`src/design/rsc_pkg.sv`:
```
`timescale 1ns / 1ps

package rsc_pkg;

    localparam int MAGNITUDE_BITS_DEF = 31;
    localparam int MAX_DIGITS_DEF     = 32;

    localparam int CHAR_W   = 8;
    localparam int SEL_W    = 2;
    localparam int DIGIT_W  = 4;
    localparam int RADIX_W  = 5;
    localparam int CFG_IDX_W = 1;

    localparam logic [CHAR_W-1:0] CH_MINUS = 8'h2D;
    localparam logic [CHAR_W-1:0] CH_ZERO  = 8'h30;
    localparam logic [CHAR_W-1:0] CH_NINE  = 8'h39;
    localparam logic [CHAR_W-1:0] CH_UA    = 8'h41;
    localparam logic [CHAR_W-1:0] CH_UF    = 8'h46;
    localparam logic [CHAR_W-1:0] CH_LA    = 8'h61;
    localparam logic [CHAR_W-1:0] CH_LF    = 8'h66;
    localparam logic [CHAR_W-1:0] CH_NUL   = 8'h00;

    typedef enum logic [SEL_W-1:0] {
        RADIX_BIN = 2'd0,
        RADIX_OCT = 2'd1,
        RADIX_DEC = 2'd2,
        RADIX_HEX = 2'd3
    } t_radix_sel;

    typedef enum logic [CFG_IDX_W-1:0] {
        CFG_SRC_RADIX = 1'b0,
        CFG_DST_RADIX = 1'b1
    } t_cfg_idx;

    typedef enum logic [1:0] {
        ST_OK        = 2'd0,
        ST_BAD_DIGIT = 2'd1,
        ST_OVERFLOW  = 2'd2
    } t_status;

    typedef enum logic [1:0] {
        S_IDLE,
        S_DIV,
        S_RD,
        S_OUT
    } t_state;

    function automatic logic [RADIX_W-1:0] radix_value(input logic [SEL_W-1:0] sel);
        logic [RADIX_W-1:0] r;
        case (sel)
            RADIX_BIN: r = 5'd2;
            RADIX_OCT: r = 5'd8;
            RADIX_DEC: r = 5'd10;
            RADIX_HEX: r = 5'd16;
            default:   r = 5'd10;
        endcase
        return r;
    endfunction

    // 16 means not a digit in any base
    function automatic logic [RADIX_W-1:0] char_value(input logic [CHAR_W-1:0] c);
        logic [CHAR_W-1:0] t;
        logic [RADIX_W-1:0] v;
        t = CH_NUL;
        v = 5'd16;
        if (c >= CH_ZERO && c <= CH_NINE) begin
            t = c - CH_ZERO;
            v = t[RADIX_W-1:0];
        end else if (c >= CH_UA && c <= CH_UF) begin
            t = c - CH_UA + 8'd10;
            v = t[RADIX_W-1:0];
        end else if (c >= CH_LA && c <= CH_LF) begin
            t = c - CH_LA + 8'd10;
            v = t[RADIX_W-1:0];
        end
        return v;
    endfunction

    function automatic logic [CHAR_W-1:0] digit_char(input logic [DIGIT_W-1:0] d);
        logic [CHAR_W-1:0] c;
        if (d < 4'd10) begin
            c = CH_ZERO + {4'd0, d};
        end else begin
            c = CH_UA + {4'd0, d} - 8'd10;
        end
        return c;
    endfunction

endpackage

```
`src/design/rsc_ram.sv`:
```
`timescale 1ns / 1ps

module rsc_ram #(
    parameter int WIDTH = 4,
    parameter int DEPTH = 32
) (
    input  logic                     i_clk,
    input  logic                     i_we,
    input  logic [$clog2(DEPTH)-1:0] i_waddr,
    input  logic [WIDTH-1:0]         i_wdata,
    input  logic [$clog2(DEPTH)-1:0] i_raddr,
    output logic [WIDTH-1:0]         o_rdata
);

    logic [WIDTH-1:0] r_mem [DEPTH];
    logic [WIDTH-1:0] r_rdata;

    always_ff @(posedge i_clk) begin
        if (i_we) begin
            r_mem[i_waddr] <= i_wdata;
        end
        r_rdata <= r_mem[i_raddr];
    end

    assign o_rdata = r_rdata;

endmodule

```
`src/design/rsc_divider.sv`:
```
`timescale 1ns / 1ps

// restoring divide by a small radix, one quotient bit per cycle
module rsc_divider #(
    parameter int MAGNITUDE_BITS = rsc_pkg::MAGNITUDE_BITS_DEF
) (
    input  logic                          i_clk,
    input  logic                          i_rst_n,
    input  logic                          i_start,
    input  logic [MAGNITUDE_BITS-1:0]     i_dividend,
    input  logic [rsc_pkg::RADIX_W-1:0]   i_radix,
    output logic                          o_done,
    output logic [MAGNITUDE_BITS-1:0]     o_quotient,
    output logic [rsc_pkg::DIGIT_W-1:0]   o_remainder
);

    import rsc_pkg::*;

    localparam int CNT_W = $clog2(MAGNITUDE_BITS + 1);

    logic [MAGNITUDE_BITS-1:0] r_q, n_q;
    logic [DIGIT_W-1:0]        r_rem, n_rem;
    logic [CNT_W-1:0]          r_cnt, n_cnt;
    logic                      r_done, n_done;
    logic [RADIX_W-1:0]        r_radix, n_radix;
    logic [RADIX_W-1:0]        trial;
    logic [RADIX_W-1:0]        diff;
    logic                      ge;

    always_comb begin
        trial = {r_rem, r_q[MAGNITUDE_BITS-1]};
        ge    = trial >= r_radix;
        diff  = trial - r_radix;
    end

    always_comb begin
        n_q     = r_q;
        n_rem   = r_rem;
        n_cnt   = r_cnt;
        n_radix = r_radix;
        n_done  = 1'b0;
        if (i_start) begin
            n_q     = i_dividend;
            n_rem   = '0;
            n_radix = i_radix;
            n_cnt   = CNT_W'(MAGNITUDE_BITS);
        end else if (r_cnt != '0) begin
            n_q   = {r_q[MAGNITUDE_BITS-2:0], ge};
            n_rem = ge ? diff[DIGIT_W-1:0] : trial[DIGIT_W-1:0];
            n_cnt = r_cnt - 1'b1;
            if (r_cnt == CNT_W'(1)) begin
                n_done = 1'b1;
            end
        end
    end

    always_ff @(posedge i_clk) begin
        if (!i_rst_n) begin
            r_cnt  <= '0;
            r_done <= 1'b0;
        end else begin
            r_cnt  <= n_cnt;
            r_done <= n_done;
        end
        r_q     <= n_q;
        r_rem   <= n_rem;
        r_radix <= n_radix;
    end

    assign o_done      = r_done;
    assign o_quotient  = r_q;
    assign o_remainder = r_rem;

endmodule

```
`src/design/radix_string_converter_core.sv`:
```
`timescale 1ns / 1ps

// Characters of a number go in on start while busy is low, one per cycle, and are
// checked and accumulated at once; only the character marked last makes the block
// busy. An input error (bad digit or overflow) comes out as a single strobe on
// o_valid in the cycle after that last character. Otherwise a restoring divider
// peels off the output digits, least significant first, into a small digit RAM;
// then the sign (if any) and the digits are sent most significant first, each by a
// RAM read, then the output register. Too many output characters end in an overflow
// error strobe instead. The receiver cannot stall: each result is on the ports for
// exactly one cycle, and is lost if not taken.
module radix_string_converter_core #(
    parameter int MAGNITUDE_BITS = rsc_pkg::MAGNITUDE_BITS_DEF,
    parameter int MAX_DIGITS     = rsc_pkg::MAX_DIGITS_DEF
) (
    input  logic                          i_clk,
    input  logic                          i_rst_n,
    input  logic                          start,
    output logic                          busy,
    input  logic [rsc_pkg::CHAR_W-1:0]    i_char_code,
    input  logic                          i_last_char,
    input  logic                          i_cfg_we,
    input  logic [rsc_pkg::CFG_IDX_W-1:0] i_cfg_idx,
    input  logic [rsc_pkg::SEL_W-1:0]     i_cfg_data,
    output logic                          o_valid,
    output logic [rsc_pkg::CHAR_W-1:0]    o_out_char,
    output logic                          o_out_last,
    output logic [1:0]                    o_status
);

    import rsc_pkg::*;

    localparam int MB    = MAGNITUDE_BITS;
    localparam int AW    = $clog2(MAX_DIGITS);
    localparam int NDW   = $clog2(MAX_DIGITS + 1);
    localparam int EXT_W = MB + 4;

    t_state             r_state, n_state;
    logic [SEL_W-1:0]   r_src_sel, r_dst_sel;
    logic [MB-1:0]      r_mag, n_mag;
    logic               r_neg, n_neg;
    logic               r_first, n_first;
    t_status            r_err, n_err;
    logic [NDW-1:0]     r_cnt, n_cnt;

    logic               r_valid, n_valid;
    logic [CHAR_W-1:0]  r_out_char, n_out_char;
    logic               r_out_last, n_out_last;
    t_status            r_status, n_status;

    // accumulate path
    logic [RADIX_W-1:0] d_val, src_b;
    logic [EXT_W-1:0]   mag_x, prod, sum;
    logic [MB-1:0]      acc_mag;
    logic               acc_neg;
    t_status            acc_err;
    logic               accept;

    // conversion path
    logic               div_start, div_done;
    logic [MB-1:0]      div_dividend, div_q;
    logic [DIGIT_W-1:0] div_rem;
    logic [NDW-1:0]     cnt_inc, cnt_dec;
    logic [NDW:0]       out_len;
    logic               conv_more, conv_ovf;
    logic               ram_we;
    logic [DIGIT_W-1:0] ram_rdata;

    assign accept = start && !busy;
    assign busy   = r_state != S_IDLE;

    always_ff @(posedge i_clk) begin
        if (!i_rst_n) begin
            r_src_sel <= RADIX_DEC;
            r_dst_sel <= RADIX_HEX;
        end else if (i_cfg_we) begin
            case (i_cfg_idx)
                CFG_SRC_RADIX: r_src_sel <= i_cfg_data;
                CFG_DST_RADIX: r_dst_sel <= i_cfg_data;
                default:       r_src_sel <= r_src_sel;
            endcase
        end
    end

    always_comb begin
        d_val = char_value(i_char_code);
        src_b = radix_value(r_src_sel);
        mag_x = {4'd0, r_mag};
        case (r_src_sel)
            RADIX_BIN: prod = mag_x << 1;
            RADIX_OCT: prod = mag_x << 3;
            RADIX_DEC: prod = (mag_x << 3) + (mag_x << 1);
            RADIX_HEX: prod = mag_x << 4;
            default:   prod = mag_x;
        endcase
        sum = prod + EXT_W'(d_val);

        acc_mag = r_mag;
        acc_neg = r_neg;
        acc_err = r_err;
        if (r_err == ST_OK) begin
            if (r_first && i_char_code == CH_MINUS) begin
                acc_neg = 1'b1;
            end else if (d_val >= src_b) begin
                acc_err = ST_BAD_DIGIT;
            end else if (sum[EXT_W-1:MB] != '0) begin
                acc_err = ST_OVERFLOW;
            end else begin
                acc_mag = sum[MB-1:0];
            end
        end
    end

    always_comb begin
        cnt_inc   = r_cnt + 1'b1;
        cnt_dec   = r_cnt - 1'b1;
        out_len   = {1'b0, cnt_inc} + (NDW+1)'(r_neg);
        conv_more = (div_q != '0) && (cnt_inc < NDW'(MAX_DIGITS));
        conv_ovf  = (div_q != '0) || (out_len > (NDW+1)'(MAX_DIGITS));
        div_dividend = (r_state == S_IDLE) ? acc_mag : div_q;
    end

    // next state
    always_comb begin
        n_state = r_state;
        case (r_state)
            S_IDLE: begin
                if (accept && i_last_char && acc_err == ST_OK) begin
                    n_state = S_DIV;
                end
            end
            S_DIV: begin
                if (div_done) begin
                    if (conv_more) begin
                        n_state = S_DIV;
                    end else if (conv_ovf) begin
                        n_state = S_IDLE;
                    end else begin
                        n_state = S_RD;
                    end
                end
            end
            S_RD: n_state = S_OUT;
            S_OUT: begin
                if (r_cnt == '0) begin
                    n_state = S_IDLE;
                end else begin
                    n_state = S_RD;
                end
            end
            default: n_state = S_IDLE;
        endcase
    end

    // datapath and outputs
    always_comb begin
        n_mag      = r_mag;
        n_neg      = r_neg;
        n_first    = r_first;
        n_err      = r_err;
        n_cnt      = r_cnt;
        n_valid    = 1'b0;
        n_out_char = r_out_char;
        n_out_last = r_out_last;
        n_status   = r_status;
        div_start  = 1'b0;
        ram_we     = 1'b0;
        case (r_state)
            S_IDLE: begin
                if (accept) begin
                    if (!i_last_char) begin
                        n_mag   = acc_mag;
                        n_neg   = acc_neg;
                        n_err   = acc_err;
                        n_first = 1'b0;
                    end else begin
                        n_mag   = '0;
                        n_first = 1'b1;
                        n_err   = ST_OK;
                        n_cnt   = '0;
                        if (acc_err != ST_OK) begin
                            n_neg      = 1'b0;
                            n_valid    = 1'b1;
                            n_out_char = CH_NUL;
                            n_out_last = 1'b1;
                            n_status   = acc_err;
                        end else begin
                            n_neg     = acc_neg;
                            div_start = 1'b1;
                        end
                    end
                end
            end
            S_DIV: begin
                if (div_done) begin
                    ram_we = 1'b1;
                    n_cnt  = cnt_inc;
                    if (conv_more) begin
                        div_start = 1'b1;
                    end else if (conv_ovf) begin
                        n_neg      = 1'b0;
                        n_valid    = 1'b1;
                        n_out_char = CH_NUL;
                        n_out_last = 1'b1;
                        n_status   = ST_OVERFLOW;
                    end else if (r_neg) begin
                        n_valid    = 1'b1;
                        n_out_char = CH_MINUS;
                        n_out_last = 1'b0;
                        n_status   = ST_OK;
                    end
                end
            end
            S_RD: begin
                n_cnt = cnt_dec;
            end
            S_OUT: begin
                n_valid    = 1'b1;
                n_out_char = digit_char(ram_rdata);
                n_out_last = r_cnt == '0;
                n_status   = ST_OK;
                if (r_cnt == '0) begin
                    n_neg = 1'b0;
                end
            end
            default: begin
                n_valid = 1'b0;
            end
        endcase
    end

    always_ff @(posedge i_clk) begin
        if (!i_rst_n) begin
            r_state <= S_IDLE;
            r_mag   <= '0;
            r_neg   <= 1'b0;
            r_first <= 1'b1;
            r_err   <= ST_OK;
            r_cnt   <= '0;
            r_valid <= 1'b0;
        end else begin
            r_state <= n_state;
            r_mag   <= n_mag;
            r_neg   <= n_neg;
            r_first <= n_first;
            r_err   <= n_err;
            r_cnt   <= n_cnt;
            r_valid <= n_valid;
        end
        r_out_char <= n_out_char;
        r_out_last <= n_out_last;
        r_status   <= n_status;
    end

    rsc_divider #(
        .MAGNITUDE_BITS(MAGNITUDE_BITS)
    ) u_div (
        .i_clk      (i_clk),
        .i_rst_n    (i_rst_n),
        .i_start    (div_start),
        .i_dividend (div_dividend),
        .i_radix    (radix_value(r_dst_sel)),
        .o_done     (div_done),
        .o_quotient (div_q),
        .o_remainder(div_rem)
    );

    rsc_ram #(
        .WIDTH(DIGIT_W),
        .DEPTH(MAX_DIGITS)
    ) u_digits (
        .i_clk  (i_clk),
        .i_we   (ram_we),
        .i_waddr(r_cnt[AW-1:0]),
        .i_wdata(div_rem),
        .i_raddr(cnt_dec[AW-1:0]),
        .o_rdata(ram_rdata)
    );

    assign o_valid    = r_valid;
    assign o_out_char = r_out_char;
    assign o_out_last = r_out_last;
    assign o_status   = r_status;

endmodule

```
`config.mk`:
```
export PLATFORM = sky130hd
export DESIGN_NAME = radix_string_converter_core
export DESIGN_NICKNAME = d
export VERILOG_FILES = /design/src/design/rsc_pkg.sv /design/src/design/rsc_ram.sv /design/src/design/rsc_divider.sv /design/src/design/radix_string_converter_core.sv
export SDC_FILE = /design/constraint.sdc
export NUM_CORES = 1
export LEC_CHECK = 0
export BUFFER_PORTS_ARGS = -buffer_cell sky130_fd_sc_hd__buf_2
export CAP_MARGIN = 20
export CORE_AREA = 2 2 293 150
export CTS_CLUSTER_SIZE = 8
export DETAILED_ROUTE_END_ITERATION = 8
export DIE_AREA = 0 0 295 152
export PLACE_DENSITY = 0.58
export SETUP_SLACK_MARGIN = 0.02
export SKIP_LAST_GASP = 1
export SYNTH_ARGS = -nofsm -noshare
export SYNTH_HDL_FRONTEND = slang
export SYNTH_SLANG_ARGS = --single-unit
```
`constraint.sdc`:
```
create_clock -name i_clk -period 7.1 [get_ports i_clk]
set_clock_uncertainty 0.15 [all_clocks]
set_input_delay 0.355 -clock i_clk [delete_from_list [all_inputs] [get_ports i_clk]]
set_output_delay 0.355 -clock i_clk [all_outputs]
set_load 0.03 [all_outputs]
```
==> flow_results.xml <==
<?xml version="1.0" encoding="UTF-8"?>
<metrics>
  <group name="outcome">
    <metric name="run_status" unit="">completed</metric>
  </group>
  <group name="logic_synthesis">
    <metric name="synth_sequential_area_ratio" unit="">0.436</metric>
    <metric name="net_count_after_synthesis" unit="">1458</metric>
    <metric name="async_flop_share" unit="">0</metric>
    <metric name="synthesis.yosys.warnings" unit="">0</metric>
    <metric name="post_synth_num_cell_types" unit="">94</metric>
    <metric name="postSynthCellCount" unit="">1375</metric>
    <metric name="synth.avg_cell_area" unit="um^2">10.7</metric>
    <metric name="top_reg_cell_synth" unit="">sky130_fd_sc_hd__edfxtp_1</metric>
    <metric name="synth_common_cells" unit="">172 x sky130_fd_sc_hd__edfxtp_1, 104 x sky130_fd_sc_hd__nor2_1, 99 x sky130_fd_sc_hd__nand2_1</metric>
    <metric name="syn_area" unit="um^2">14700</metric>
    <metric name="ys_top_cells_by_area" unit="">sky130_fd_sc_hd__edfxtp_1 35%, sky130_fd_sc_hd__dfxtp_1 8.4%, sky130_fd_sc_hd__mux4_2 6.1%, sky130_fd_sc_hd__ha_1 5.5%, sky130_fd_sc_hd__a21oi_1 3.0%</metric>
    <metric name="synth_top_area_share" unit="">0.352</metric>
    <metric name="synth-edff-count" unit="">172</metric>
    <metric name="synth-seq-cells" unit="">234</metric>
    <metric name="yosys.cell_count.top_type" unit="">sky130_fd_sc_hd__edfxtp_1</metric>
    <metric name="synth_area_leader_cell" unit="">sky130_fd_sc_hd__edfxtp_1</metric>
  </group>
  <group name="clocking">
    <metric name="post_cts_buffers" unit="">0</metric>
    <metric name="clk_latency" unit="ns">0.51</metric>
    <metric name="ctsLongestPathBuffers" unit="">3</metric>
    <metric name="cts_buffers" unit="">35</metric>
    <metric name="path_clk_slew" unit="ns">0.05</metric>
    <metric name="tritoncts" unit="">done</metric>
    <metric name="cts_root_buffer_type" unit="">sky130_fd_sc_hd__clkbuf_16</metric>
    <metric name="h-tree-depth" unit="">2</metric>
    <metric name="clock_sinks" unit="">234</metric>
  </group>
  <group name="route">
    <metric name="drt-initial-drc-count" unit="">1497</metric>
    <metric name="antenna_violating_nets_post_route" unit="">0</metric>
    <metric name="remaining_drc_errors" unit="">0</metric>
    <metric name="detail_route.wl_per_cell" unit="um">21.3</metric>
    <metric name="route.detailed.vias_per_inst" unit="">5.76</metric>
    <metric name="wl" unit="mm">42.7</metric>
    <metric name="vias" unit="">11551</metric>
    <metric name="detailedRoute.firstPassIterationCount" unit="">6</metric>
  </group>
  <group name="sta">
    <metric name="worst_slew_pin_slew" unit="ns">1.02</metric>
    <metric name="grt_setup_unrepaired" unit="">false</metric>
    <metric name="setup-violations-final" unit="">0</metric>
    <metric name="slew-limit-headroom" unit="">0.319</metric>
    <metric name="finalMaxSlewViolations" unit="">0</metric>
    <metric name="number_of_hold_violations_in_the_final_report" unit="">0</metric>
    <metric name="maxClockFrequency" unit="MHz">152</metric>
    <metric name="final.hold.worst_slack" unit="ns">0.139</metric>
    <metric name="finalCriticalPeriod" unit="ns">6.56</metric>
    <metric name="setup_total_negative_slack" unit="ns">0</metric>
    <metric name="finalCritPeriodShare" unit="">0.925</metric>
  </group>
  <group name="placement">
    <metric name="dp_hpwl" unit="mm">31.1</metric>
    <metric name="place_congestion" unit="">0.938</metric>
    <metric name="numPortBuffers" unit="">27</metric>
  </group>
  <group name="pwr">
    <metric name="leakage_power" unit="nW">5.76</metric>
    <metric name="clockPowerShare" unit="">0.360</metric>
    <metric name="power_switching_share" unit="">0.289</metric>
    <metric name="total_switching_power" unit="mW">1.21</metric>
    <metric name="powerDensity" unit="nW/um^2">255</metric>
    <metric name="internal_power" unit="mW">2.98</metric>
    <metric name="vdd_drop_max" unit="mV">0.136</metric>
    <metric name="share_comb_of_total_power" unit="">0.186</metric>
    <metric name="power.sequential.fraction" unit="">0.454</metric>
  </group>
  <group name="setup_path">
    <metric name="required" unit="ns">7.20</metric>
    <metric name="path_max_fanout" unit="">44</metric>
    <metric name="crit-reg2reg-launch" unit="">r_mag[2]</metric>
    <metric name="critPathArrivalTime" unit="ns">6.66</metric>
    <metric name="startpoint_type" unit="">flip-flop</metric>
    <metric name="crit_type" unit="">flip-flop to flip-flop</metric>
    <metric name="crit_path_end_kind" unit="">flip-flop</metric>
    <metric name="cp-startpoint" unit="">r_mag[2]</metric>
  </group>
  <group name="layout">
    <metric name="final_nets" unit="">1474</metric>
    <metric name="post-route-util" unit="">0.385</metric>
    <metric name="drive_gt1_frac" unit="">0.155</metric>
    <metric name="insertedDiodeCount" unit="">0</metric>
    <metric name="layout-area-overhead-vs-synth" unit="%">11.8</metric>
  </group>
  <group name="min_path">
    <metric name="hold_path_class" unit="">primary input to flip-flop</metric>
    <metric name="worst_hold_startpoint" unit="">i_rst_n</metric>
  </group>
  <group name="die">
    <metric name="ios" unit="">29</metric>
    <metric name="die_w" unit="um">295</metric>
    <metric name="die-area" unit="um^2">44800</metric>
    <metric name="core.rowCount" unit="">54</metric>
    <metric name="floorplan.core_area" unit="um^2">42600</metric>
    <metric name="initial_utilization" unit="">0.345</metric>
    <metric name="die_y" unit="um">152</metric>
  </group>
  <group name="global_route">
    <metric name="grt_start_max_net_pins" unit="">63</metric>
    <metric name="antenna_violations_before_repair" unit="">1</metric>
    <metric name="number_of_global_route_vias_before_repair" unit="">10641</metric>
    <metric name="grtUsageTotal" unit="">0.188</metric>
    <metric name="grt_overflow" unit="">0</metric>
    <metric name="grt_pass1_wl" unit="mm">65.4</metric>
  </group>
  <group name="run">
    <metric name="timing.max_cap.violations" unit="">0</metric>
  </group>
</metrics>
-- critical path, cell delays in order, from the launching register on --
cell                        delay [ns]
sky130_fd_sc_hd__dfxtp_1          0.67
sky130_fd_sc_hd__ha_1             0.29
sky130_fd_sc_hd__inv_1            0.06
sky130_fd_sc_hd__fa_1             0.39
sky130_fd_sc_hd__nor2b_1          0.26
sky130_fd_sc_hd__o2111ai_1        0.52
sky130_fd_sc_hd__a211o_1          0.46
sky130_fd_sc_hd__nand3_1          0.19
sky130_fd_sc_hd__nand3_1          0.32
sky130_fd_sc_hd__nor3_2           0.32
sky130_fd_sc_hd__nand2_1          0.26
sky130_fd_sc_hd__nor4_1           0.50
sky130_fd_sc_hd__nand4_1          0.23
sky130_fd_sc_hd__a211oi_1         0.43
sky130_fd_sc_hd__a21oi_4          0.14
sky130_fd_sc_hd__o22ai_4          0.16
sky130_fd_sc_hd__buf_4            0.52
sky130_fd_sc_hd__mux2_2           0.40
-- stage by stage --
step / area, um^2 / worst slack (ns) / total power [mW] / std cells
3_5_place_dp: 15400 / 0.502 / 2.70 / 1936
4_1_cts: 16400 / 0.908 / 4.22 / 2003
6_report: 16400 / 0.535 / 4.19 / 2004
3_3_place_gp: 15400 / 0.550 / 2.67 / 1936
2_1_floorplan: 14700 / 0.468 / 2.41 / 1375
5_1_grt: 16400 / 0.267 / 4.39 / 2004
-- sequential cells by signal (all words and copies together), names as in the netlist, 2 cells and up --
register	count
r_state	2
r_cnt	6
r_err	2
r_mag	31
r_dst_sel	2
u_div.o_remainder	4
o_status	2
u_div.o_quotient	31
r_src_sel	2
u_div.r_radix	3
u_digits.r_mem	128
u_div.r_cnt	5
u_digits.o_rdata	4
o_out_char	7
-- per-layer routing --
layer / GRT usage / up-vias / wire length (um)
met2: 0.219 / 548 / 15100
li1: - / 5323 / -
met3: 0.0581 / 32 / 4830
met5: 0 / - / 20
met1: 0.324 / 5646 / 22300
met4: 0.0275 / 2 / 367
-- kinds of logic after synthesis --
kind of cell	count (synthesis)	share of synthesized area
other	1	0.000255
buffers and inverters	126	0.0387
DFF	234	0.436
and+or+nand+nor	432	0.154
xor gates and xnor gates	48	0.0286
adders and majority gates	67	0.0581
AOI/OAI and AO/OA	350	0.163
muxes	117	0.122
-- cell usage in the layout, fill, tap and decap left out, drive strengths merged, types with 13 or more instances in the layout --
master / count
ha: 65
mux2: 66
o211ai: 14
inv: 50
mux4: 40
a21oi: 89
nor4: 15
nand2b: 18
nand3: 56
edfxtp: 172
nor2: 105
buf: 49
o21ai: 79
nand2: 100
a221o: 19
dfxtp: 62
nand3b: 14
o21a: 29
nand4: 27
clkbuf: 61
xnor2: 24
nor3: 21
o22ai: 13
xor2: 24
-- power by group through the flow --
stage                     clock (mW)  sequential, mW  combinational (mW)
final                           1.51            1.90               0.779
after global routing            1.61            1.92               0.863
after CTS                       1.54            1.90               0.775
after detailed placement           0            1.93               0.769
after global placement             0            1.93               0.745
after floorplan                    0            1.95               0.458
-- path summary, 6_finish.rpt --
kind | to | slack [ns] | depth (start not counted)
worst max-delay path | u_div.o_quotient[5] | 0.54 | 17
worst min-delay path | r_src_sel[1] | 0.14 | 2
worst max register to register | u_div.o_quotient[5] | 0.54 | 17
worst min register to register | r_dst_sel[0] | 0.35 | 2
-- layout make-up --
cell class	count	area, um^2
Fill cell	4146	26200
Multi-Input combinational cell	1015	7740
Sequential cell	234	6410
Clock buffer	60	970
Tap cell	588	736
Timing Repair Buffer	55	368
Inverter	50	188
Clock inverter	2	17.5
-- timing repair --
action | 4_1_cts | 5_1_grt
hold endpoints to repair | 4 | 0
hold buffers | 5 | 0
gates resized for setup | 0 | 0
No activity file was read; power rests on OpenSTA's default activity.
